File: src/hdl/bqlp_pkg.sv
package bqlp_pkg;

   // Sample format and the packing of the stream words.
   localparam int SAMPLE_WIDTH = 24;
   localparam int SAMPLE_SHIFT = 32 - SAMPLE_WIDTH;
   localparam int CUT_W        = 21;
   localparam int Q_W          = 13;
   localparam int RATE_W       = 19;
   localparam int SMOOTH_W     = 16;
   localparam int CMAX_W       = 22;
   localparam int REQ_DATA_W   = ((SAMPLE_WIDTH + CUT_W + 7) / 8) * 8;
   localparam int RSP_DATA_W   = ((SAMPLE_WIDTH + 7) / 8) * 8;
   localparam int CSR_IDX_W    = 3;
   localparam int CSR_DATA_W   = 21;

   // Register indexes on the control port.
   localparam logic [CSR_IDX_W-1:0] CSR_RATE       = 3'd0;
   localparam logic [CSR_IDX_W-1:0] CSR_CUT_DEF    = 3'd1;
   localparam logic [CSR_IDX_W-1:0] CSR_USE_INPUT  = 3'd2;
   localparam logic [CSR_IDX_W-1:0] CSR_Q          = 3'd3;
   localparam logic [CSR_IDX_W-1:0] CSR_SMOOTH     = 3'd4;

   // Bit-serial divider.
   localparam int DIV_NUM_W = 61;
   localparam int DIV_DEN_W = 36;
   localparam int DIV_CNT_W = $clog2(DIV_NUM_W + 1);

   // Two-pass multiplier: magnitude of a times magnitude of b.
   localparam int MUL_A_W   = 36;
   localparam int MUL_B_W   = 42;
   localparam int MUL_P_W   = MUL_A_W + MUL_B_W;
   localparam int MUL_SPLIT = 20;
   localparam int MUL_HI_W  = MUL_B_W - MUL_SPLIT;

   // Rotator.
   localparam int CORDIC_W     = 34;
   localparam int CORDIC_ITERS = 24;
   localparam int CORDIC_IDX_W = $clog2(CORDIC_ITERS);
   localparam logic signed [CORDIC_W-1:0] CORDIC_GAIN = 34'sd652032874;

   typedef struct packed {
      logic                 start;
      logic [DIV_CNT_W-1:0] iters;
   } div_ctl_type;

   typedef struct packed {
      logic busy;
      logic done;
   } unit_sts_type;

   // Arctangent of 2^-i in Q2.30 radians.
   function automatic logic [31:0] cordic_atan(input logic [CORDIC_IDX_W-1:0] idx);
      logic [31:0] v;
      case (idx)
         5'd0:    v = 32'd843314857;
         5'd1:    v = 32'd497837829;
         5'd2:    v = 32'd263043837;
         5'd3:    v = 32'd133525159;
         5'd4:    v = 32'd67021687;
         5'd5:    v = 32'd33543516;
         5'd6:    v = 32'd16775851;
         5'd7:    v = 32'd8388437;
         5'd8:    v = 32'd4194283;
         5'd9:    v = 32'd2097149;
         5'd10:   v = 32'd1048576;
         5'd11:   v = 32'd524288;
         5'd12:   v = 32'd262144;
         5'd13:   v = 32'd131072;
         5'd14:   v = 32'd65536;
         5'd15:   v = 32'd32768;
         5'd16:   v = 32'd16384;
         5'd17:   v = 32'd8192;
         5'd18:   v = 32'd4096;
         5'd19:   v = 32'd2048;
         5'd20:   v = 32'd1024;
         5'd21:   v = 32'd512;
         5'd22:   v = 32'd256;
         5'd23:   v = 32'd128;
         default: v = 32'd0;
      endcase
      return v;
   endfunction

endpackage

File: src/hdl/bqlp_div.sv
// Restoring divider, one quotient bit per cycle. The dividend arrives
// left-aligned so that only the requested number of bits is walked.
module bqlp_div import bqlp_pkg::*; (
   input  logic                 clock,
   input  logic                 reset,
   input  div_ctl_type          ctl,
   input  logic [DIV_NUM_W-1:0] dividend,
   input  logic [DIV_DEN_W-1:0] divisor,
   output unit_sts_type         sts,
   output logic [DIV_NUM_W-1:0] quotient
);

   logic                 busy_ff, done_ff;
   logic [DIV_CNT_W-1:0] cnt_ff;
   logic [DIV_NUM_W-1:0] num_ff, quo_ff;
   logic [DIV_DEN_W-1:0] den_ff, rem_ff;
   logic [DIV_DEN_W:0]   trial;
   logic                 fits;
   logic [DIV_DEN_W-1:0] rem_in;

   always_comb begin
      trial  = {rem_ff, num_ff[DIV_NUM_W-1]};
      fits   = trial >= {1'b0, den_ff};
      rem_in = fits ? DIV_DEN_W'(trial - {1'b0, den_ff}) : trial[DIV_DEN_W-1:0];
   end

   always_ff @(posedge clock) begin
      if (reset) begin
         busy_ff <= 1'b0;
         done_ff <= 1'b0;
         cnt_ff  <= '0;
      end else begin
         done_ff <= 1'b0;
         if (ctl.start && !busy_ff) begin
            busy_ff <= 1'b1;
            cnt_ff  <= ctl.iters;
         end else if (busy_ff) begin
            cnt_ff <= cnt_ff - 1'b1;
            if (cnt_ff == DIV_CNT_W'(1)) begin
               busy_ff <= 1'b0;
               done_ff <= 1'b1;
            end
         end
      end
   end

   always_ff @(posedge clock) begin
      if (ctl.start && !busy_ff) begin
         num_ff <= dividend;
         den_ff <= divisor;
         rem_ff <= '0;
         quo_ff <= '0;
      end else if (busy_ff) begin
         num_ff <= {num_ff[DIV_NUM_W-2:0], 1'b0};
         rem_ff <= rem_in;
         quo_ff <= {quo_ff[DIV_NUM_W-2:0], fits};
      end
   end

   assign sts.busy = busy_ff;
   assign sts.done = done_ff;
   assign quotient = quo_ff;

endmodule

File: config.mk
export PLATFORM = sky130hd
export DESIGN_NAME = bqlp_div
export DESIGN_NICKNAME = d
export VERILOG_FILES = /design/src/hdl/bqlp_pkg.sv /design/src/hdl/bqlp_div.sv
export SDC_FILE = /design/constraint.sdc
export NUM_CORES = 1
export LEC_CHECK = 0
export BUFFER_PORTS_ARGS = -buffer_cell sky130_fd_sc_hd__buf_2
export CAP_MARGIN = 20
export CORE_MARGIN = 2
export CORE_UTILIZATION = 50
export DETAILED_ROUTE_END_ITERATION = 10
export PLACE_DENSITY = 0.72
export SYNTH_ARGS = -nofsm -noshare
export SYNTH_HDL_FRONTEND = slang
export SYNTH_SLANG_ARGS = --single-unit
File: constraint.sdc
create_clock -name clock -period 3 [get_ports clock]
set_input_delay 0.15 -clock clock [delete_from_list [all_inputs] [get_ports clock]]
set_output_delay 0.15 -clock clock [all_outputs]
set_load 0.01 [all_outputs]
Word level (Yosys, flattened, before mapping) --
Index checks and enable logic that the tools add are counted. Widths: inputs -> output; s select.
Cells by class: add/sub/neg operators 2, multiply operators 0, div/mod/pow operators 0, $lt $le $gt $ge 1, eq/ne operators 1, shifts and indexed selects 0, muxes and demuxes 9, bitwise gates (word level) 1, reduce and logical (&&, ||, !) cells 4
Operator list (count):
- $mux 61 | 2
- $ge 37x36->1 | 1
- $mux 36 | 1
- $sub 36x36->36 | 1
- $mux 6 | 2
- $eq 6x1->1 const B | 1
- $sub 6x1->6 const B | 1
- $mux 1 | 4
- $reduce_or 3->1 | 1
- $reduce_bool 2->1 | 1
- $logic_and 1x1->1 | 1
- $logic_not 1->1 | 1
- $not 1->1 | 1
Word-level totals: bits in registers 202, latch bits 0, memory bits (writable) 0, memory bits (read-only) 0, word-level logic and storage cells 25, memories 0

Longest topological paths before layout --
word-level depth 4, mapped depth 13

Worst setup path before layout --
No wires, ideal clock.
kind register -> register, from register busy_ff, to register num_ff[51], data pin, setup time 0.262 ns, arrival 2.485 ns, data required time 2.738 ns, slack 0.253 ns, stages on the path, launching flop included 6, path buffers 3, clock period less this slack 2.747 ns, cells stage by stage dfxtp_1 -> clkbuf_1 -> nor2b_1 -> clkbuf_1 -> clkbuf_1 -> mux2_2
Between the ends: cells in the longest elaborated chain, start to end 3
RTL lines:
- start, declared | line bqlp_div.sv:13 | logic busy_ff, done_ff;
- start signal, assigned | line bqlp_div.sv:29 | busy_ff <= 1'b0;
- start signal, assigned | line bqlp_div.sv:35 | busy_ff <= 1'b1;
- start signal, assigned | line bqlp_div.sv:40 | busy_ff <= 1'b0;
- $logic_not 1->1 | line bqlp_div.sv:48 | if (ctl.start && !busy_ff) begin
- $logic_and 1x1->1 | line bqlp_div.sv:48
- $mux 61 | line bqlp_div.sv:48
- end signal, assigned | line bqlp_div.sv:49 | num_ff <= dividend;
- end signal, assigned | line bqlp_div.sv:54 | num_ff <= {num_ff[DIV_NUM_W-2:0], 1'b0};
- end, declared | line bqlp_div.sv:15 | logic [DIV_NUM_W-1:0] num_ff, quo_ff;
Every way passes these cells. A chain may end at the register's enable or synchronous reset.

Worst setup path in the final report --
from register den_ff[28], to register rem_ff[19]
Between the ends: cells in the longest elaborated chain, start to end 2
RTL lines:
- start, declared | line bqlp_div.sv:16 | logic [DIV_DEN_W-1:0] den_ff, rem_ff;
- start signal, assigned | line bqlp_div.sv:50 | den_ff <= divisor;
- $ge 37x36->1 | line bqlp_div.sv:23 | fits = trial >= {1'b0, den_ff};
- $mux 36 | line bqlp_div.sv:24 | rem_in = fits ? DIV_DEN_W'(trial - {1'b0, den_ff}) : trial[DIV_DEN_W-1:0];
- end signal, assigned | line bqlp_div.sv:55 | rem_ff <= rem_in;
- end, declared | line bqlp_div.sv:16
Every way passes these cells.

==> metrics.cfg <==
[timing]
finalSetupTns_ps=0
rsz0062_at_grt=no
final_hold_viol_count=0
fmax_mhz=356.8
worst_slew_pin_slew_ps=857.4
finalClockSkew_ps=15.71
fin_crit_ps=2803
fin_ws_ps=197.3
finalSetupViolations=0
slew_violations=0
finalCritPeriodShare_pct=93.42
worst_slew_margin_rel_pct=42.84

[clocking]
tritoncts=built
clockBufferDepth=3
insertion_delay_ps=530
cts_inserted_buffers=23
htreeDepth=1
clock-sinks=202
clk_pin_slew_ps=60
clockRootBuffer=clkbuf_16

[drt]
drt_iter0_drc=388
viasPerCell=5.418
dr.pass1.iters=6
drc_errors=0
postRouteAntennaNets=0
drt_wl_total_um=24220
vias=8274
avgRoutedWirePerCell_um=15.86

[global_routing]
grt-ovfl-total=0
grtUsageMet2_pct=39.39
met1_usage_pct=28.98
grt_pass1_wl_um=40210
met3_usage_pct=3.500
grtUsageTotal_pct=22.45
busiest_layer=met2
first_global_vias=8358
antenna_found_initial=0
grt_max_degree=72

[floorplanning]
start_util_pct=50.49
dieArea_um2=21390
rows=52
coreArea_um2=20040
die_h_um=146.2
die_x_um=146.2
io_pins=169

[place]
post-place-ws_ps=152.2
place_hpwl_um=15230
io_buffer_count=168
gp_congestion=0.8971

[flow_run]
max-cap-violations=0

[yosys]
ys_warn_count=0
synthArstFlopShare_pct=0
synth_nets=1130
ys.flop_type=dfxtp_1
synthDistinctLibCells=75
avgSynthCellArea_um2=10.27
syn_area_um2=10120
syn_inst=985
ys_seq_elements=202
yosysSeqAreaShare_pct=49.57
synth_edf_count=97

[power]
power_density_nw_per_um2=748.0
leakage_nw=5.349
ir_drop_v=0.0005838

[layout]
fill_cells=1610
drive_gt1_share_pct=26.09
syn_to_final_growth_pct=28.48
nets=1385
utilization_pct=64.87
diodes=0

[worst_setup_path]
end_kind=register
cp.arrival_ps=3220
worstSetupPathType=register to register
crit_path_start_kind=register
path_max_fanout=14
critPathRequiredTime_ps=3420

[min_path]
hp-class=input pin to register

[outcome]
outcome=complete, no violations

## cell families after synthesis
family / synth area share [%]
compound gates: 18.22
xor+xnor: 2.770
fa+ha+maj: 4.897
buf+inv: 5.009
flops: 49.57
mux: 7.272
simple gates: 12.27
## power by group
group	switching (W)	internal, W
combinational	0.00190	0.00148
clock	0.00116	0.00165
sequential	0.000240	0.00329
## layout by cell type (no fill, tap or decap), types with 6 or more instances in the layout
| master | instances |
|---|---|
| a211oi_1 | 14 |
| dfxtp_1 | 104 |
| mux2i_1 | 6 |
| buf_2 | 168 |
| clkbuf_16 | 25 |
| o311ai_2 | 11 |
| o21ai_1 | 15 |
| xnor2_1 | 13 |
| nor3_1 | 8 |
| nand3_1 | 22 |
| a21o_1 | 13 |
| nor2_1 | 27 |
| nor2b_1 | 7 |
| inv_1 | 52 |
| o21ai_0 | 75 |
| nand4_1 | 9 |
| buf_4 | 20 |
| o21bai_1 | 9 |
| a21oi_1 | 31 |
| clkinv_2 | 6 |
| o31ai_1 | 12 |
| xor2_1 | 19 |
| and3_1 | 6 |
| edfxtp_1 | 97 |
| dlygate4sd3_1 | 100 |
| a32oi_1 | 16 |
| mux2_2 | 60 |
| nand2_1 | 170 |
| ha_1 | 37 |
## cell usage after synthesis (6+ instances only)
master | count | area, um2
mux2i_1 | 6 | 60.06
a21o_1 | 13 | 97.59
buf_6 | 6 | 67.56
nor2_1 | 28 | 105.1
nor2b_1 | 8 | 50.05
a32oi_1 | 16 | 140.1
inv_1 | 53 | 198.9
a21oi_1 | 31 | 155.2
and3_1 | 6 | 37.54
o21ai_0 | 75 | 375.4
buf_2 | 6 | 30.03
nor3_1 | 8 | 40.04
o311ai_2 | 11 | 178.9
a211oi_1 | 14 | 105.1
o21bai_1 | 9 | 67.56
xor2_1 | 19 | 166.4
mux2_2 | 60 | 675.7
xnor2_1 | 13 | 113.9
nand2_1 | 170 | 638.1
ha_1 | 38 | 475.5
nand3_1 | 22 | 110.1
nand4_1 | 9 | 56.30
o21ai_1 | 15 | 75.07
edfxtp_1 | 97 | 2913
dfxtp_1 | 105 | 2102
clkbuf_1 | 41 | 153.9
o31ai_1 | 12 | 90.09
## cell type report
cell class	count	area (um2)	area share [%]
Timing Repair Buffer	291	2052	15.79
Inverter	55	206.4	1.588
Multi-Input combinational cell	667	4616	35.51
Sequential cell	202	5019	38.61
Clock buffer	32	701.9	5.400
Tap cell	270	337.8	2.599
Clock inverter	10	66.31	0.5102
## state kept, by name, indices dropped and copies added (netlist names)
signal / count
cnt_ff: 6
rem_ff: 36
num_ff: 61
busy_ff: 1
quotient: 61
den_ff: 36
done_ff: 1
## path summary, 6_finish.rpt
| kind | slack, ps | to | depth (start not counted) | startpoint |
|---|---|---|---|---|
| setup / recovery | 200 | rem_ff[19]$_SDFFE_PP0P_ | 10 | den_ff[28]$_DFFE_PP_ |
| hold / removal | 0.8 | cnt_ff[3]$_SDFFE_PP0P_ | 3 | ctl[3] |
| setup reg to reg | 200 | rem_ff[19]$_SDFFE_PP0P_ | 10 | den_ff[28]$_DFFE_PP_ |
| hold reg to reg | 460 | quotient[0]$_SDFFE_PP0P_ | 2 | quotient[0]$_SDFFE_PP0P_ |
## stage by stage
step	total power (W)	hold slack (ps)	instances	instance area (um2)
2_1_floorplan	0.006056	248.9	985	10120
3_3_place_gp	0.006728	328.0	1385	11220
3_5_place_dp	0.006783	328.2	1385	11220
4_1_cts	0.009720	0.7220	1527	12990
5_1_grt	0.01027	11.40	1527	13000
6_report	0.009723	0.8102	1527	13000
## repair_timing
item	4_1_cts	5_1_grt
gates resized for setup	0	2
setup endpoints to repair	0	13
hold buffers	100	0
buffers inserted	0	0
endpoints found under the hold margin	105	0
## worst max-delay path, cell delays in order, from the launching register on
cell and delay [ps]:
edfxtp_1 320, inv_1 50, ha_1 430, nand3_1 170
or3_1 390, o41ai_1 420, a21oi_1 160, o21a_4 200
buf_12 160, a32o_1 250, a21o_1 140
## per-layer routing
metal | part of all wire, % | routed length, um
met2 | 50 | 12030
met5 | 0 | 0
met1 | 43 | 10450
met4 | 2.5 | 606
met3 | 4.7 | 1132
Power figures use the tool's default switching activity.
