<file path="src/hdl/bqlp_pkg.sv">
package bqlp_pkg;

   // Sample format and the packing of the stream words.
   localparam int SAMPLE_WIDTH = 24;
   localparam int SAMPLE_SHIFT = 32 - SAMPLE_WIDTH;
   localparam int CUT_W        = 21;
   localparam int Q_W          = 13;
   localparam int RATE_W       = 19;
   localparam int SMOOTH_W     = 16;
   localparam int CMAX_W       = 22;
   localparam int REQ_DATA_W   = ((SAMPLE_WIDTH + CUT_W + 7) / 8) * 8;
   localparam int RSP_DATA_W   = ((SAMPLE_WIDTH + 7) / 8) * 8;
   localparam int CSR_IDX_W    = 3;
   localparam int CSR_DATA_W   = 21;

   // Register indexes on the control port.
   localparam logic [CSR_IDX_W-1:0] CSR_RATE       = 3'd0;
   localparam logic [CSR_IDX_W-1:0] CSR_CUT_DEF    = 3'd1;
   localparam logic [CSR_IDX_W-1:0] CSR_USE_INPUT  = 3'd2;
   localparam logic [CSR_IDX_W-1:0] CSR_Q          = 3'd3;
   localparam logic [CSR_IDX_W-1:0] CSR_SMOOTH     = 3'd4;

   // Bit-serial divider.
   localparam int DIV_NUM_W = 61;
   localparam int DIV_DEN_W = 36;
   localparam int DIV_CNT_W = $clog2(DIV_NUM_W + 1);

   // Two-pass multiplier: magnitude of a times magnitude of b.
   localparam int MUL_A_W   = 36;
   localparam int MUL_B_W   = 42;
   localparam int MUL_P_W   = MUL_A_W + MUL_B_W;
   localparam int MUL_SPLIT = 20;
   localparam int MUL_HI_W  = MUL_B_W - MUL_SPLIT;

   // Rotator.
   localparam int CORDIC_W     = 34;
   localparam int CORDIC_ITERS = 24;
   localparam int CORDIC_IDX_W = $clog2(CORDIC_ITERS);
   localparam logic signed [CORDIC_W-1:0] CORDIC_GAIN = 34'sd652032874;

   typedef struct packed {
      logic                 start;
      logic [DIV_CNT_W-1:0] iters;
   } div_ctl_type;

   typedef struct packed {
      logic busy;
      logic done;
   } unit_sts_type;

   // Arctangent of 2^-i in Q2.30 radians.
   function automatic logic [31:0] cordic_atan(input logic [CORDIC_IDX_W-1:0] idx);
      logic [31:0] v;
      case (idx)
         5'd0:    v = 32'd843314857;
         5'd1:    v = 32'd497837829;
         5'd2:    v = 32'd263043837;
         5'd3:    v = 32'd133525159;
         5'd4:    v = 32'd67021687;
         5'd5:    v = 32'd33543516;
         5'd6:    v = 32'd16775851;
         5'd7:    v = 32'd8388437;
         5'd8:    v = 32'd4194283;
         5'd9:    v = 32'd2097149;
         5'd10:   v = 32'd1048576;
         5'd11:   v = 32'd524288;
         5'd12:   v = 32'd262144;
         5'd13:   v = 32'd131072;
         5'd14:   v = 32'd65536;
         5'd15:   v = 32'd32768;
         5'd16:   v = 32'd16384;
         5'd17:   v = 32'd8192;
         5'd18:   v = 32'd4096;
         5'd19:   v = 32'd2048;
         5'd20:   v = 32'd1024;
         5'd21:   v = 32'd512;
         5'd22:   v = 32'd256;
         5'd23:   v = 32'd128;
         default: v = 32'd0;
      endcase
      return v;
   endfunction

endpackage

</file>
<file path="src/hdl/bqlp_cordic.sv">
// Rotation-mode CORDIC, one micro-rotation per cycle through adders for x, y
// and the angle, and one shifter each for x and y.
module bqlp_cordic import bqlp_pkg::*; (
   input  logic                       clock,
   input  logic                       reset,
   input  logic                       start,
   input  logic signed [CORDIC_W-1:0] angle,
   output unit_sts_type               sts,
   output logic signed [CORDIC_W-1:0] cos_out,
   output logic signed [CORDIC_W-1:0] sin_out
);

   logic                        busy_ff, done_ff;
   logic [CORDIC_IDX_W-1:0]     iter_ff;
   logic signed [CORDIC_W-1:0]  x_ff, y_ff, z_ff;
   logic signed [CORDIC_W-1:0]  dx, dy, da;

   always_comb begin
      dx = y_ff >>> iter_ff;
      dy = x_ff >>> iter_ff;
      da = CORDIC_W'(cordic_atan(iter_ff));
   end

   always_ff @(posedge clock) begin
      if (reset) begin
         busy_ff <= 1'b0;
         done_ff <= 1'b0;
         iter_ff <= '0;
      end else begin
         done_ff <= 1'b0;
         if (start && !busy_ff) begin
            busy_ff <= 1'b1;
            iter_ff <= '0;
         end else if (busy_ff) begin
            iter_ff <= iter_ff + 1'b1;
            if (iter_ff == CORDIC_IDX_W'(CORDIC_ITERS - 1)) begin
               busy_ff <= 1'b0;
               done_ff <= 1'b1;
            end
         end
      end
   end

   always_ff @(posedge clock) begin
      if (start && !busy_ff) begin
         x_ff <= CORDIC_GAIN;
         y_ff <= '0;
         z_ff <= angle;
      end else if (busy_ff) begin
         if (!z_ff[CORDIC_W-1]) begin
            x_ff <= x_ff - dx;
            y_ff <= y_ff + dy;
            z_ff <= z_ff - da;
         end else begin
            x_ff <= x_ff + dx;
            y_ff <= y_ff - dy;
            z_ff <= z_ff + da;
         end
      end
   end

   assign sts.busy = busy_ff;
   assign sts.done = done_ff;
   assign cos_out  = x_ff;
   assign sin_out  = y_ff;

endmodule
</file>
<file path="config.mk">
export PLATFORM = sky130hd
export DESIGN_NAME = bqlp_cordic
export DESIGN_NICKNAME = d
export VERILOG_FILES = /design/src/hdl/bqlp_pkg.sv /design/src/hdl/bqlp_cordic.sv
export SDC_FILE = /design/constraint.sdc
export NUM_CORES = 1
export LEC_CHECK = 0
export ABC_AREA = 1
export BUFFER_PORTS_ARGS = -buffer_cell sky130_fd_sc_hd__buf_2
export CORE_MARGIN = 5
export CORE_UTILIZATION = 40
export CTS_CLUSTER_DIAMETER = 200
export DETAILED_ROUTE_END_ITERATION = 16
export SYNTH_ARGS = -nofsm -noshare
export SYNTH_HDL_FRONTEND = slang
export SYNTH_SLANG_ARGS = --single-unit
</file>
<file path="constraint.sdc">
create_clock -name clock -period 9.7 [get_ports clock]
set_input_delay 1.94 -clock clock [delete_from_list [all_inputs] [get_ports clock]]
set_output_delay 1.94 -clock clock [all_outputs]
set_load 0.01 [all_outputs]
</file>
# ---- Word level (Yosys, flattened, before mapping)
# Memory sizes are Yosys's and may differ from the RTL's. A register that Yosys moved wholly into a read port is not among the register bits.
# Index checks and enable logic that the tools add are counted.
# W data, S select, Z words.
dict set report word_totals {
  register_bits 109
  romBits 960
  out_inout_bits 70
  word_cells 34
  mem_count 1
}
dict set report op_classes {
  add_sub_neg 7
  eq_ne 1
  shifts 2
  mux 11
  n_bitwise 1
  reduce_logical 5
}
# name words width rd rd_ports_with_merged_regs wr line_no
set memory_table {}
lappend memory_table {{(name not given)} 32 30 1 1 0 bqlp_pkg.sv:54} ;# case (idx)
# operator n
set ops {}
lappend ops {{$mux W34} 5}
lappend ops {{$add A34 B34 Y34} 2}
lappend ops {{$sshr A34 B5 Y34} 2}
lappend ops {{$sub A34 B34 Y34} 2}
lappend ops {{$add A34 B33 Y34} 1}
lappend ops {{$sub A34 B33 Y34} 1}
lappend ops {{$mux W5} 2}
lappend ops {{$add A5 B1 Y5 const B} 1}
lappend ops {{$eq A5 B5 Y1 const B} 1}
lappend ops {{$mux W1} 4}
lappend ops {{$reduce_or A3 Y1} 1}
lappend ops {{$reduce_bool A2 Y1} 1}
lappend ops {{$reduce_or A2 Y1} 1}
lappend ops {{$logic_and A1 B1 Y1} 1}
lappend ops {{$logic_not A1 Y1} 1}
lappend ops {{$not A1 Y1} 1}

# ---- Logic depth before layout (Yosys ltp)
dict set report logic_depth {
  depth_word 4
  mapped_depth 39
}

# ---- Worst setup path after synthesis
# No wires, ideal clock.
dict set report synth_path {
  path_kind {flip-flop to flip-flop}
  start {register iter_ff[0]}
  end {register x_ff[31], in the netlist cos_out[31]}
  setup_time_ns 0.114
  arrival_ns 4.050
  t_required_ns 9.586
  setup_slack_ns 5.537
  stages_incl_launch_ff 35
  path_cell_list {dfxtp_1 -> buf_6 -> inv_2 -> buf_6 -> buf_6 -> nand2_2 -> nand3_1 -> nand3_1 -> nand2_1 -> nand2_1 -> nand2_1 -> nand2_1 -> nand2_1 -> inv_1 -> ha_1 -> inv_1 -> nor3_4 -> nand2_2 -> nor2_4 -> and3_1 -> nor2_1 -> xor2_1 -> ha_1 -> nand2_1 -> nor2_1 -> nand2_1 -> nor4_1 -> nand2_1 -> nor3b_1 -> o21ai_0 -> a21boi_0 -> o21ai_0 -> nand2_1 -> nand3_1 -> nand2_1}
}
dict set report synth_between {
  elab_chain_cells 3
  word_cells_on_any_way 4
  cone_classes {add/sub (2); shift (1); mux (1)}
}
# element line_no
set synth_lines {}
lappend synth_lines {{start: declaration} bqlp_cordic.sv:14} ;# logic [CORDIC_IDX_W-1:0] iter_ff;
lappend synth_lines {{start signal: assignment} bqlp_cordic.sv:35} ;# iter_ff <= iter_ff + 1'b1;
lappend synth_lines {{$sshr A34 B5 Y34 *} bqlp_cordic.sv:19} ;# dx = y_ff >>> iter_ff;
lappend synth_lines {{$sub A34 B34 Y34 or $add A34 B34 Y34 (tied branches)} {bqlp_cordic.sv:51, bqlp_cordic.sv:55}}
lappend synth_lines {{$mux W34 *} bqlp_cordic.sv:50} ;# if (!z_ff[CORDIC_W-1]) begin
lappend synth_lines {{end signal: assignment} bqlp_cordic.sv:51} ;# x_ff <= x_ff - dx;
lappend synth_lines {{end signal: assignment} bqlp_cordic.sv:55} ;# x_ff <= x_ff + dx;
lappend synth_lines {{end: declaration} bqlp_cordic.sv:15} ;# logic signed [CORDIC_W-1:0] x_ff, y_ff, z_ff;
# Every way passes the cells marked *; elsewhere a longest branch is shown, timed or not.
# A chain may end at the register's enable or synchronous reset.

# ---- Worst setup path in the final report
dict set report layout_path {
  start {register iter_ff[1]}
  end {register x_ff[31], in the netlist cos_out[31]}
}
# Same word-level chain as after synthesis.

==> results <==
- The flow ran to the end, and the final reports show no timing, DRC or antenna violations.
- The synthesized design contains 34 enable-type register cells.
- The worst path needs 6.168 ns of the cycle, external delays included.
- The first global-routing pass estimated 92,360 microns of wire.
- The HPWL reported at the end of detailed placement is ~46,000 microns.
- The routed length on met1 is approximately 26,000 microns.
- The TritonCTS buffer count is 17.
- The worst-path cell with the longest stage delay is inv_2.
- Entering global routing, the biggest net connects between 70 and 80 pins.
- The worst hold path class is register to register.
- The final layout contains ~2,900 nets.
- The total of hold buffers inserted after clock tree synthesis is 0.
- In the layout the commonest cells are nand2_1, nand3_1, nor2_1.
- For this design the total switching power over the nets is 3889 uW.
- The number of clock sinks seen by CTS is roughly 140.
- Across the run, the number of max-cap violations was 0.
- For this run, the top clock speed supported by timing is between 150 and 200 MHz.
- The final number of setup-violating endpoints is 0.
- The clock network latency to the later pin of the worst-skew pair is a little under 0.5 ns.
- Sorting the synthesized cells by area gives the leading types as nand2_1, dfxtp_1, nand3_1, ha_1, edfxtp_1.
- The width of the die is ~210 microns.
- The highest signal layer in the routed design is met4.
- The worst setup path is launched from a register.
- The most common cell after layout, fill and taps aside is nand2_1.
- In this design, the largest share of critical-path delay is due to simple AND/OR/NAND/NOR gates.
- The clock tree skew after final layout is approximately 0.011 ns.
- The cell taking the most area after synthesis is nand2_1.
- Of the cells placed in the final design, the portion with a size suffix greater than 1 is a little under a tenth.
- The die extent in y is 211.8 microns.
- The placeable core region is roughly 41,000 sq um.
- Net switching is 56.26% of the power.
- After synthesis, flip-flops and latches occupy a little under a fifth of the total area.
- Setup repair after global routing left no endpoint under its margin.
- The maximum VDD drop is approximately 170 uV.
- The count of final hold-check violations was 0.
- The global routing usage summed across all routing layers is between 20% and 30%.
- Of the total power, registers draw between 15 and 20%.
- The number of vias in the routed layout is around 18,000.
- The relative slew slack is 20.09%.
- The number of placed I/O pins is about 110.
- Summed over all layers, the global routing overflow is 0.
- The count of TritonRoute iterations in the first routing pass is 6.
- The via count of the first global-routing pass was between 15,000 and 20,000.
- The die covers between 40,000 and 50,000 sq um.
- The clock root buffer is clkbuf_16.
- The congestion estimate from routability-driven global placement came to between 0.9 and 1.
- The synthesized netlist net count is ~2,900.
- The number of setup buffers added after CTS is 0.
- After synthesis, the share of flip-flops with an asynchronous set or reset is 0%.
- The vias per cell is ~5.5.
- The total count of max-transition violations in the final report is 0.
- Compared with the post-synthesis result, the final layout area differs by 8.660%.
- In the finished design, the share of the clock period the worst path needs comes to between 60% and 70%.
- The number of instances in the synthesized netlist is roughly 2,700.
- The clock input transition at the sequential cells of the worst setup and hold paths is ~0.070 ns.
- The ratio of total power to cell area is 390.7 nW/um^2.
- The count of cells resized by post-cts repair is 0.
- After detailed routing, the average wire length per cell comes to 18.03 microns.
- Counting stages on the worst path, the most repeated cell is nand2_1.
- Per report_power, the combinational group accounts for 73.6% of the total.
- The first routing iteration left slightly below 2,000 violations.
- The average instance area after synthesis is 6.031 sq um.
- STA classifies the critical path endpoint as a register.
- The clock tree from TritonCTS is done.
- The largest driver fanout on the critical path is 67.
- For this run, the slowest stage of the critical path takes between 0.9 and 1 ns.
- The longest clock path from root to sink contains 2 buffers.
- The clock power share is 10.0%.
- The H-tree was split into 4 levels.
- For this run, design rule violations remaining after detail routing come to 0.
- The slew at the pin closest to its max-slew limit is 1.197 ns.
- The count of filler cells inserted in the layout is around 4,400.
- The wire length on met2 is around 27,000 microns.
- The synthesized design contains approximately 140 register bits.
- The port buffer count is 106.
- The worst setup path is of the register to register kind.
- The antenna violation net count after detailed routing is 0.
- The site row count is 74.
- For the worst setup path, the data arrival time is around 6.6 ns.
- The initial antenna violation count is 0.
- The internal power summed over all cells is just over 3000 uW.
- In this run the biggest area consumer among cell types represents between 15 and 20% of the synthesized area.
- The critical path contains buffers and inverters numbering 4 combined.
- The post-layout worst setup margin is between 3 and 4 ns.
- Before CTS, the worst setup slack after placement is around 3.7 ns.
- The initial cell density of the core is between 40% and 50%.
- The Yosys step of the flow raised 0 warnings.
- The repair_antennas step left the layout with diodes totalling 0.
- Summed over all cells, the static leakage comes to 0.008618 uW.
- For the final routed database, the setup TNS stands at 0 ns.
- The most frequently used flop master after synthesis is dfxtp_1.
- At the worst endpoint, the required time is 10.08 ns.
- The post-synthesis cell area is 16,280 sq um.
- Summed over all nets, wire length on met3 after detailed routing comes to around 3500 microns.
- The netlist uses 60 different library cells.
- The routed wire length is 59,070 microns.
-- worst reg2reg max path: cells and delay by family (launching register included) --
| family | cells | cell delay, ns |
|---|---|---|
| buffers and inverters | 4 | 1.52 |
| XOR/XNOR | 1 | 0.17 |
| AO/OA/AOI/OAI | 3 | 0.89 |
| adder cells (fa/ha/maj) | 2 | 0.61 |
| flip-flops | 1 | 0.31 |
| AND/OR/NAND/NOR | 19 | 2.54 |
-- layer usage --
layer,vias to the layer above,global-route usage [%]
li1,9127,-
met1,8345,34.65
met2,584,42.81
met3,100,3.957
met4,0,9.307
met5,-,0
-- worst paths after layout --
kind / cells after the start / slack (ns) / startpoint / end
worst max-delay path: 29 / 3.53 / iter_ff[1] / cos_out[31]
worst min register to register: 2 / 0.54 / sin_out[31] / sin_out[31]
worst max register to register: 29 / 3.53 / iter_ff[1] / cos_out[31]
worst min-delay path: 2 / 0.54 / sin_out[31] / sin_out[31]
-- per-stage QoR --
step	cells	total power (uW)	hold WS [ns]	utilization (%)	instance area, sq um
4_1_cts	3276	6912	0.5402	43.63	17690
2_1_floorplan	2700	4853	0.5169	-	16280
3_3_place_gp	3244	6151	0.5232	42.11	17080
5_1_grt	3276	7658	0.5716	43.63	17690
6_report	3276	6913	0.5369	43.63	17690
3_5_place_dp	3244	6170	0.5290	42.11	17080
-- Yosys cell counts, drive strengths merged, types with 8 or more instances --
library cell	instances
ha	110
o22ai	13
clkbuf	54
nand4	17
dfxtp	105
nor3	33
inv	225
xor2	70
o21a	12
xnor2	51
nand3	422
a31oi	23
o21bai	8
or2	13
a21oi	158
buf	56
nor2	245
nor4	9
nand2	790
o21ai	179
a21o	13
edfxtp	34
-- layout make-up --
type	count	area (sq um)	share of cell area (%)
clock buffers	18	450.4	2.546
multi-input cells	2224	11780	66.58
repair buffers	122	650.6	3.677
well taps	532	665.6	3.762
inverters	227	852.1	4.816
clock inverters	14	165.2	0.9335
flip-flops and latches	139	3129	17.69
-- logic make-up after synthesis --
family                   share of synthesized area, %
XOR/XNOR                                        6.508
AND/OR/NAND/NOR                                 41.39
AO/OA/AOI/OAI                                   15.54
flip-flops                                      19.18
buffers and inverters                           8.568
adder cells (fa/ha/maj)                         8.821
-- state kept, by name, summed over array words and instances (netlist names) --
register and count:
cos_out 34, iter_ff 5, busy_ff 1, z_ff 34, da 30, sin_out 34
done_ff 1
-- power groups by stage --
| stage | logic, uW | registers (uW) | clock network, uW |
|---|---|---|---|
| final | 5090 | 1140 | 690 |
| after global routing | 5770 | 1150 | 739 |
| after CTS | 5060 | 1140 | 720 |
| after detailed placement | 5020 | 1150 | 0 |
| after global placement | 5010 | 1140 | 0 |
| after floorplan | 3830 | 1030 | 0 |
Note: power is estimated with default switching activity, not from simulation.
