`src/hdl/bqlp_pkg.sv`:
```
package bqlp_pkg;

   // Sample format and the packing of the stream words.
   localparam int SAMPLE_WIDTH = 24;
   localparam int SAMPLE_SHIFT = 32 - SAMPLE_WIDTH;
   localparam int CUT_W        = 21;
   localparam int Q_W          = 13;
   localparam int RATE_W       = 19;
   localparam int SMOOTH_W     = 16;
   localparam int CMAX_W       = 22;
   localparam int REQ_DATA_W   = ((SAMPLE_WIDTH + CUT_W + 7) / 8) * 8;
   localparam int RSP_DATA_W   = ((SAMPLE_WIDTH + 7) / 8) * 8;
   localparam int CSR_IDX_W    = 3;
   localparam int CSR_DATA_W   = 21;

   // Register indexes on the control port.
   localparam logic [CSR_IDX_W-1:0] CSR_RATE       = 3'd0;
   localparam logic [CSR_IDX_W-1:0] CSR_CUT_DEF    = 3'd1;
   localparam logic [CSR_IDX_W-1:0] CSR_USE_INPUT  = 3'd2;
   localparam logic [CSR_IDX_W-1:0] CSR_Q          = 3'd3;
   localparam logic [CSR_IDX_W-1:0] CSR_SMOOTH     = 3'd4;

   // Bit-serial divider.
   localparam int DIV_NUM_W = 61;
   localparam int DIV_DEN_W = 36;
   localparam int DIV_CNT_W = $clog2(DIV_NUM_W + 1);

   // Two-pass multiplier: magnitude of a times magnitude of b.
   localparam int MUL_A_W   = 36;
   localparam int MUL_B_W   = 42;
   localparam int MUL_P_W   = MUL_A_W + MUL_B_W;
   localparam int MUL_SPLIT = 20;
   localparam int MUL_HI_W  = MUL_B_W - MUL_SPLIT;

   // Rotator.
   localparam int CORDIC_W     = 34;
   localparam int CORDIC_ITERS = 24;
   localparam int CORDIC_IDX_W = $clog2(CORDIC_ITERS);
   localparam logic signed [CORDIC_W-1:0] CORDIC_GAIN = 34'sd652032874;

   typedef struct packed {
      logic                 start;
      logic [DIV_CNT_W-1:0] iters;
   } div_ctl_type;

   typedef struct packed {
      logic busy;
      logic done;
   } unit_sts_type;

   // Arctangent of 2^-i in Q2.30 radians.
   function automatic logic [31:0] cordic_atan(input logic [CORDIC_IDX_W-1:0] idx);
      logic [31:0] v;
      case (idx)
         5'd0:    v = 32'd843314857;
         5'd1:    v = 32'd497837829;
         5'd2:    v = 32'd263043837;
         5'd3:    v = 32'd133525159;
         5'd4:    v = 32'd67021687;
         5'd5:    v = 32'd33543516;
         5'd6:    v = 32'd16775851;
         5'd7:    v = 32'd8388437;
         5'd8:    v = 32'd4194283;
         5'd9:    v = 32'd2097149;
         5'd10:   v = 32'd1048576;
         5'd11:   v = 32'd524288;
         5'd12:   v = 32'd262144;
         5'd13:   v = 32'd131072;
         5'd14:   v = 32'd65536;
         5'd15:   v = 32'd32768;
         5'd16:   v = 32'd16384;
         5'd17:   v = 32'd8192;
         5'd18:   v = 32'd4096;
         5'd19:   v = 32'd2048;
         5'd20:   v = 32'd1024;
         5'd21:   v = 32'd512;
         5'd22:   v = 32'd256;
         5'd23:   v = 32'd128;
         default: v = 32'd0;
      endcase
      return v;
   endfunction

endpackage

```
`src/hdl/bqlp_mul.sv`:
```
// Sign-magnitude multiplier that forms the product in two passes through one
// narrow array: low slice of b first, then the high slice shifted up.
module bqlp_mul import bqlp_pkg::*; (
   input  logic                      clock,
   input  logic                      reset,
   input  logic                      start,
   input  logic signed [MUL_A_W-1:0] op_a,
   input  logic signed [MUL_B_W-1:0] op_b,
   output unit_sts_type              sts,
   output logic [MUL_P_W-1:0]        mag,
   output logic                      neg
);

   typedef enum logic [1:0] {MS_IDLE, MS_LO, MS_HI} mstate_type;

   mstate_type                 state_ff;
   logic                       done_ff;
   logic [MUL_A_W-1:0]         ua_ff;
   logic [MUL_B_W-1:0]         ub_ff;
   logic                       neg_ff;
   logic [MUL_P_W-1:0]         acc_ff;
   logic [MUL_HI_W-1:0]        slice;
   logic [MUL_A_W+MUL_HI_W-1:0] partial;

   always_comb begin
      slice   = (state_ff == MS_LO) ? MUL_HI_W'(ub_ff[MUL_SPLIT-1:0])
                                    : ub_ff[MUL_B_W-1:MUL_SPLIT];
      partial = (MUL_A_W + MUL_HI_W)'(ua_ff) * (MUL_A_W + MUL_HI_W)'(slice);
   end

   always_ff @(posedge clock) begin
      if (reset) begin
         state_ff <= MS_IDLE;
         done_ff  <= 1'b0;
      end else begin
         done_ff <= 1'b0;
         unique case (state_ff)
            MS_IDLE: if (start) state_ff <= MS_LO;
            MS_LO:   state_ff <= MS_HI;
            MS_HI: begin
               state_ff <= MS_IDLE;
               done_ff  <= 1'b1;
            end
            default: state_ff <= MS_IDLE;
         endcase
      end
   end

   always_ff @(posedge clock) begin
      if (state_ff == MS_IDLE && start) begin
         ua_ff  <= op_a[MUL_A_W-1] ? MUL_A_W'(-op_a) : MUL_A_W'(op_a);
         ub_ff  <= op_b[MUL_B_W-1] ? MUL_B_W'(-op_b) : MUL_B_W'(op_b);
         neg_ff <= op_a[MUL_A_W-1] ^ op_b[MUL_B_W-1];
      end
      if (state_ff == MS_LO) begin
         acc_ff <= MUL_P_W'(partial);
      end else if (state_ff == MS_HI) begin
         acc_ff <= acc_ff + (MUL_P_W'(partial) << MUL_SPLIT);
      end
   end

   assign sts.busy = (state_ff != MS_IDLE);
   assign sts.done = done_ff;
   assign mag      = acc_ff;
   assign neg      = neg_ff;

endmodule

```
`config.mk`:
```
export PLATFORM = sky130hd
export DESIGN_NAME = bqlp_mul
export DESIGN_NICKNAME = d
export VERILOG_FILES = /design/src/hdl/bqlp_pkg.sv /design/src/hdl/bqlp_mul.sv
export SDC_FILE = /design/constraint.sdc
export NUM_CORES = 2
export LEC_CHECK = 0
export ABC_AREA = 1
export BUFFER_PORTS_ARGS = -buffer_cell sky130_fd_sc_hd__buf_2
export CAP_MARGIN = 20
export CORE_ASPECT_RATIO = 2
export CORE_MARGIN = 8
export CORE_UTILIZATION = 34
export DETAILED_ROUTE_END_ITERATION = 7
export GPL_TIMING_DRIVEN = 0
export HOLD_SLACK_MARGIN = 0.15
export PLACE_DENSITY = 0.51
export SLEW_MARGIN = 20
export SYNTH_ARGS = -nofsm -noshare
export SYNTH_HDL_FRONTEND = slang
export SYNTH_SLANG_ARGS = --single-unit
export TNS_END_PERCENT = 50
```
`constraint.sdc`:
```
create_clock -name clock -period 12.1 [get_ports clock]
set_clock_uncertainty 0.2 [all_clocks]
set_input_delay 0 -clock clock [delete_from_list [all_inputs] [get_ports clock]]
set_output_delay 0 -clock clock [all_outputs]
set_load 0.01 [all_outputs]
```
# [After elaboration in Yosys (flattened, before gate mapping)]
# Cells that the tools add are included.
# Widths: inputs -> output; s select.
[op_classes] n_addsub=3 multipliers=1 eq_ne=3 muxes=8 n_bitwise=1 reduce_logical=4
[op_table] operator="$mux 58" count=2
[op_table] operator="$add 78x78->78" count=1
[op_table] operator="$mul 36x22->58" count=1
[op_table] operator="$neg 42->42" count=1
[op_table] operator="$mux 41" count=1
[op_table] operator="$neg 36->36" count=1
[op_table] operator="$mux 35" count=1
[op_table] operator="$mux 22" count=1
[op_table] operator="$pmux 2 s2" count=1
[op_table] operator="$reduce_bool 2->1" count=2
[op_table] operator="$eq 2x1->1 const B" count=1
[op_table] operator="$eq 2x2->1 const B" count=1
[op_table] operator="$logic_not 2->1" count=1
[op_table] operator="$mux 2" count=1
[op_table] operator="$ne 2x2->1 const B" count=1
[op_table] operator="$logic_and 1x1->1" count=1
[op_table] operator="$mux 1" count=1
[op_table] operator="$xor 1x1->1" count=1
[word_totals] regBits=160 inputBits=81 output_inout_bits=81 elab_cells=29

# [Depth between registers and ports, before layout]
[logic_depth] depth_word=6 mapped_depth=53 mapped_depth_nobuf=51

# [Worst setup path after synthesis]
# OpenSTA, ideal clock, no wires.
[synth_path] path_type="register to register" startpoint="register state_ff[1]" endpoint="register acc_ff[52], in the netlist mag[52], data pin" arrival_ns=8.399 t_required_ns=11.647 setup_slack_ns=3.248 stages_incl_launch_ff=42 n_path_buf=2 synth_period_minus_slack_ns=8.852 cell_sequence="dfxtp_1 -> inv_1 -> ha_1 -> inv_1 -> clkbuf_1 -> or2_2 -> o21ai_2 -> clkbuf_1 -> nor2_1 -> fa_1 -> fa_1 -> inv_1 -> fa_1 -> inv_1 -> fa_1 -> inv_1 -> fa_1 -> inv_1 -> [6 not listed] -> a21oi_2 -> nor2_2 -> o21ai_1 -> nand3_1 -> nand3_1 -> nand2_1 -> and2_1 -> ha_1 -> nand2_1 -> nor2_1 -> inv_1 -> nor2_1 -> inv_1 -> nor3_1 -> a21oi_1 -> or2_2 -> nand3_1 -> nand2_1"
[synth_between] elab_chain_len=6
[synth_rtl] element="start: declaration" line_no="bqlp_mul.sv:16" rtl="mstate_type state_ff;"
[synth_rtl] element="start signal: assignment" line_no="bqlp_mul.sv:33" rtl="state_ff <= MS_IDLE;"
[synth_rtl] element="start signal: assignment" line_no="bqlp_mul.sv:38" rtl="MS_IDLE: if (start) state_ff <= MS_LO;"
[synth_rtl] element="start signal: assignment" line_no="bqlp_mul.sv:39" rtl="MS_LO: state_ff <= MS_HI;"
[synth_rtl] element="$eq 2x1->1 *" line_no="bqlp_mul.sv:26, bqlp_mul.sv:55"
[synth_rtl] element="$mux 22" line_no="bqlp_mul.sv:26" rtl="slice = (state_ff == MS_LO) ? MUL_HI_W'(ub_ff[MUL_SPLIT-1:0])"
[synth_rtl] element="$mul 36x22->58" line_no="bqlp_mul.sv:28" rtl="partial = (MUL_A_W + MUL_HI_W)'(ua_ff) * (MUL_A_W + MUL_HI_W)'(slice);"
[synth_rtl] element="$add 78x78->78" line_no="bqlp_mul.sv:58" rtl="acc_ff <= acc_ff + (MUL_P_W'(partial) << MUL_SPLIT);"
[synth_rtl] element="$mux 58" line_no="bqlp_mul.sv:57" rtl="end else if (state_ff == MS_HI) begin"
[synth_rtl] element="$mux 58 *" line_no="bqlp_mul.sv:55" rtl="if (state_ff == MS_LO) begin"
[synth_rtl] element="end signal: assignment" line_no="bqlp_mul.sv:56" rtl="acc_ff <= MUL_P_W'(partial);"
[synth_rtl] element="end signal: assignment" line_no="bqlp_mul.sv:58"
[synth_rtl] element="end: declaration" line_no="bqlp_mul.sv:21" rtl="logic [MUL_P_W-1:0] acc_ff;"
# Mark *: on every way between the ends. The rest lies on a longest branch, timed or not. The select of a mux whose other input is x is not followed.
# A chain may end at the register's enable or synchronous reset.

# [Final worst setup path]
[layout_path] startpoint="register state_ff[1]" endpoint="register acc_ff[67], in the netlist mag[67]"
[layout_between] elab_chain_len=4 word_cells_on_any_way=5
[layout_rtl] element="$eq 2x1->1" line_no="bqlp_mul.sv:26, bqlp_mul.sv:55"
[layout_rtl] element="$mux 22" line_no="bqlp_mul.sv:26"
[layout_rtl] element="$mul 36x22->58" line_no="bqlp_mul.sv:28"
[layout_rtl] element="$add 78x78->78" line_no="bqlp_mul.sv:58"
# Parallel ways exist; a longest one is shown, timed or not.

==> insert_results.sql <==
INSERT INTO impl_metrics (metric_group, metric, value, unit) VALUES
('placed_design', 'hpwlAfterDp', '143', 'mm'),
('clock_tree', 'cts_tree', 'done', ''),
('worst_setup_path', 'timing.critical_path.required', '12.33', 'ns'),
('synthesis', 'synth_async_sr_flop_share', '0', '%'),
('worst_setup_path', 'critical_path_cell_with_the_highest_stage_delay', 'sky130_fd_sc_hd__buf_1', ''),
('final_layout', 'drive_gt1_share', '7.34', '%'),
('drt', 'number_of_routed_nets_with_antenna_violations', '0', ''),
('placed_design', 'routability_congestion_estimate_from_global_placement', '1.12', ''),
('synthesis', 'synth.lib_cells_used.distinct', '57', ''),
('run', 'drv_cap', '0', ''),
('worst_hold_path', 'min_path_type', 'in2reg', ''),
('drt', 'post-route-drc-count', '0', ''),
('worst_hold_path', 'timing.hold.worst_path_depth', '4', ''),
('clock_tree', 'htree_levels', '4', ''),
('run_status', 'outcome', 'finished, final reports clean', ''),
('worst_setup_path', 'timing.critical_path.max_delay_family', 'adder cells', ''),
('synthesis', 'syn_nets', '5706', ''),
('worst_setup_path', 'cp-start-kind', 'register', ''),
('clock_tree', 'worst_skew_pair.late_latency', '0.53', 'ns'),
('synthesis', 'synth.ff_latch_count', '160', ''),
('die', 'die_area', '0.120', 'mm²'),
('clock_tree', 'clk_root_buffer_cell', 'sky130_fd_sc_hd__clkbuf_16', ''),
('sta', 'finalCritPeriodShare', '96.9', '%'),
('die', 'fp.coreArea', '0.108', 'mm²'),
('die', 'x_dimension_of_the_die', '249', 'µm'),
('final_layout', 'area_growth', '13.8', '%'),
('drt', 'num_vias', '33000', ''),
('worst_setup_path', 'timing.setup.critical_path_class', 'reg2reg', ''),
('die', 'floorplan.io_pins', '162', ''),
('worst_setup_path', 'worst-r2r-cell-count', '38', ''),
('sta', 'fin_setup_tns', '0', 'ns'),
('global_route', 'grt_overflow', '0', ''),
('sta', 'max_slew_headroom', '20.1', '%'),
('worst_setup_path', 'cp_data_arrival_time', '11.96', 'ns'),
('synthesis', 'synth.cell_area', '0.0370', 'mm²'),
('synthesis', 'yosysTopAreaCellShare', '36.7', '%'),
('die', 'die-height', '483', 'µm'),
('synthesis', 'netlist_top_cells_area', 'sky130_fd_sc_hd__fa_1, sky130_fd_sc_hd__edfxtp_1, sky130_fd_sc_hd__nand2_1', ''),
('die', 'start_util', '34.2', '%'),
('die', 'floorplan.rows', '171', ''),
('clock_tree', 'clk_pin_slew_worst_paths', '0.08', 'ns'),
('worst_hold_path', 'holdPathEnd', 'ua_ff[1]', ''),
('drt', 'routedWlPerCell', '25.4', 'µm'),
('sta', 'fmaxAchievable', '85.3', 'MHz'),
('sta', 'setup_viol', '0', ''),
('worst_hold_path', 'worst_min_delay_path_startpoint', 'op_a[1]', ''),
('global_route', 'initial_antenna_violation_count', '1', ''),
('sta', 'finalMaxSlewViolations', '0', ''),
('synthesis', 'synth_warnings', '0', ''),
('global_route', 'grt_first_pass_wirelength', '239', 'mm'),
('worst_setup_path', 'setup.worst_path.start', 'state_ff[1]', ''),
('sta', 'period_needed', '11.73', 'ns'),
('global_route', 'grt_start_max_net_pins', '46', ''),
('synthesis', 'synth_most_common_cell', 'sky130_fd_sc_hd__nand2_1', ''),
('synthesis', 'avgSynthCellArea', '7.87', 'µm²'),
('synthesis', 'synth_edf_count', '137', ''),
('worst_setup_path', 'timing.critical_path.buf_inv', '11', ''),
('worst_setup_path', 'r2r-end', 'mag[67]', ''),
('worst_setup_path', 'timing.reg2reg.setup_slack', '0.37', 'ns'),
('synthesis', 'synth_top_cells_by_count', 'sky130_fd_sc_hd__nand2_1, sky130_fd_sc_hd__inv_1, sky130_fd_sc_hd__fa_1', ''),
('clock_tree', 'number_of_buffers_between_clock_root_and_the_deepest_sink', '2', ''),
('placed_design', 'place.port_buffers', '160', ''),
('worst_setup_path', 'nature_of_the_critical_path_endpoint', 'register', ''),
('global_route', 'grt_pass1_vias', '37200', ''),
('drt', 'first_pass_iters', '5', ''),
('drt', 'via_per_inst', '5.11', ''),
('drt', 'drt_wl_total', '164', 'mm'),
('final_layout', 'nFillCells', '11600', ''),
('synthesis', 'synth_largest_area_cell', 'sky130_fd_sc_hd__fa_1', ''),
('final_layout', 'number_of_nets_in_the_layout', '6071', ''),
('sta', 'grt_setup_unrepaired', 'no', '');
[worst max path at each step]
stage	end	slack [ns]	depth (start not counted)
2_1_floorplan	mag[52]	3.25	41
3_5_place_dp	mag[63]	0.03	37
3_3_place_gp	mag[63]	-0.92	35
5_1_grt	mag[51]	0.11	33
4_1_cts	mag[63]	0.005	38
6_report	mag[67]	0.37	38
[final cells by class]
class	instances	area [µm²]	area share, %
Clock inverter	15	185	0.439
Antenna cell	1	2.50	0.00594
Clock buffer	17	425	1.01
Timing Repair Buffer	347	2700	6.40
Tap cell	1384	1730	4.11
Multi-Input combinational cell	3393	28200	66.9
Buffer	143	572	1.36
Sequential cell	160	4570	10.9
Inverter	1006	3780	8.97
[state kept, by name (all words and copies together) (netlist names)]
signal,count
ub_ff,42
neg,1
done_ff,1
mag,78
state_ff,2
ua_ff,36
[metrics by stage]
stage	setup slack, ns	cell area, µm²	hold WS (ns)	std cells	util, %
4_1_cts	0.00503	42100	0.172	6465	38.9
2_1_floorplan	3.25	37000	-0.128	4703	-
3_3_place_gp	-0.916	39600	0.00308	6247	36.5
6_report	0.374	42100	0.207	6466	38.9
5_1_grt	0.114	42100	0.273	6466	38.9
3_5_place_dp	0.0298	39700	0.00273	6254	36.7
[worst min-delay path, cell delays in order]
cell and delay [ns]:
sky130_fd_sc_hd__dlygate4sd3_1 0.52, sky130_fd_sc_hd__buf_2 0.10, sky130_fd_sc_hd__inv_1 0.05, sky130_fd_sc_hd__o21ai_0 0.14
[what timing repair did]
| action | in CTS | in global routing |
|---|---|---|
| hold endpoints to repair | 116 | 0 |
| hold buffers | 179 | 0 |
| setup endpoints to repair | 1 | 20 |
| setup buffers | 0 | 1 |
| gates resized for setup | 1 | 22 |
| gates cloned | 0 | 0 |
| pin swaps | 0 | 1 |
[routing by layer]
layer	vias up	share of wire, %	global-route usage [%]
met1	16300	30	23.8
met5	-	0	0
met2	1206	53	52.3
met3	590	4.3	3.72
li1	14900	-	-
met4	0	13	29.1
[cell families (layout without fill, tap and decap cells)]
kind of cell / Yosys count / in the layout / synth area share (%)
buf+inv: 1150 / 1528 / 11.7
other cells: 0 / 1 / 0
fa+ha+maj: 922 / 922 / 44.9
compound gates: 421 / 421 / 6.63
simple gates: 1922 / 1922 / 21.3
flops: 160 / 160 / 12.4
xor+xnor: 128 / 128 / 3.13
[layout by cell type (no fill, tap or decap), drive strengths merged]
master | Yosys | final
a211oi | 3 | 3
a21boi | 6 | 6
a21o | 16 | 16
a21oi | 180 | 180
a31o | 3 | 3
a31oi | 11 | 11
a41oi | 1 | 1
and2 | 17 | 17
and3 | 8 | 8
buf | 37 | 205
clkbuf | 107 | 123
clkinv | 19 | 28
dfxtp | 23 | 23
diode | 0 | 1
dlygate4sd3 | 0 | 179
edfxtp | 137 | 137
fa | 678 | 678
ha | 244 | 244
inv | 987 | 993
nand2 | 1009 | 1009
nand3 | 121 | 121
nand3b | 4 | 4
nand4 | 25 | 25
nor2 | 654 | 654
nor3 | 47 | 47
nor4 | 7 | 7
o2111ai | 1 | 1
o211ai | 5 | 5
o21a | 4 | 4
o21ai | 155 | 155
o21bai | 26 | 26
o22ai | 1 | 1
o311ai | 1 | 1
o31ai | 6 | 6
o41ai | 2 | 2
or2 | 30 | 30
xnor2 | 41 | 41
xor2 | 87 | 87
Power is left out: the tool's default activity adds up to more than one toggle a clock period on the data nets, which glitch-free logic cannot reach.
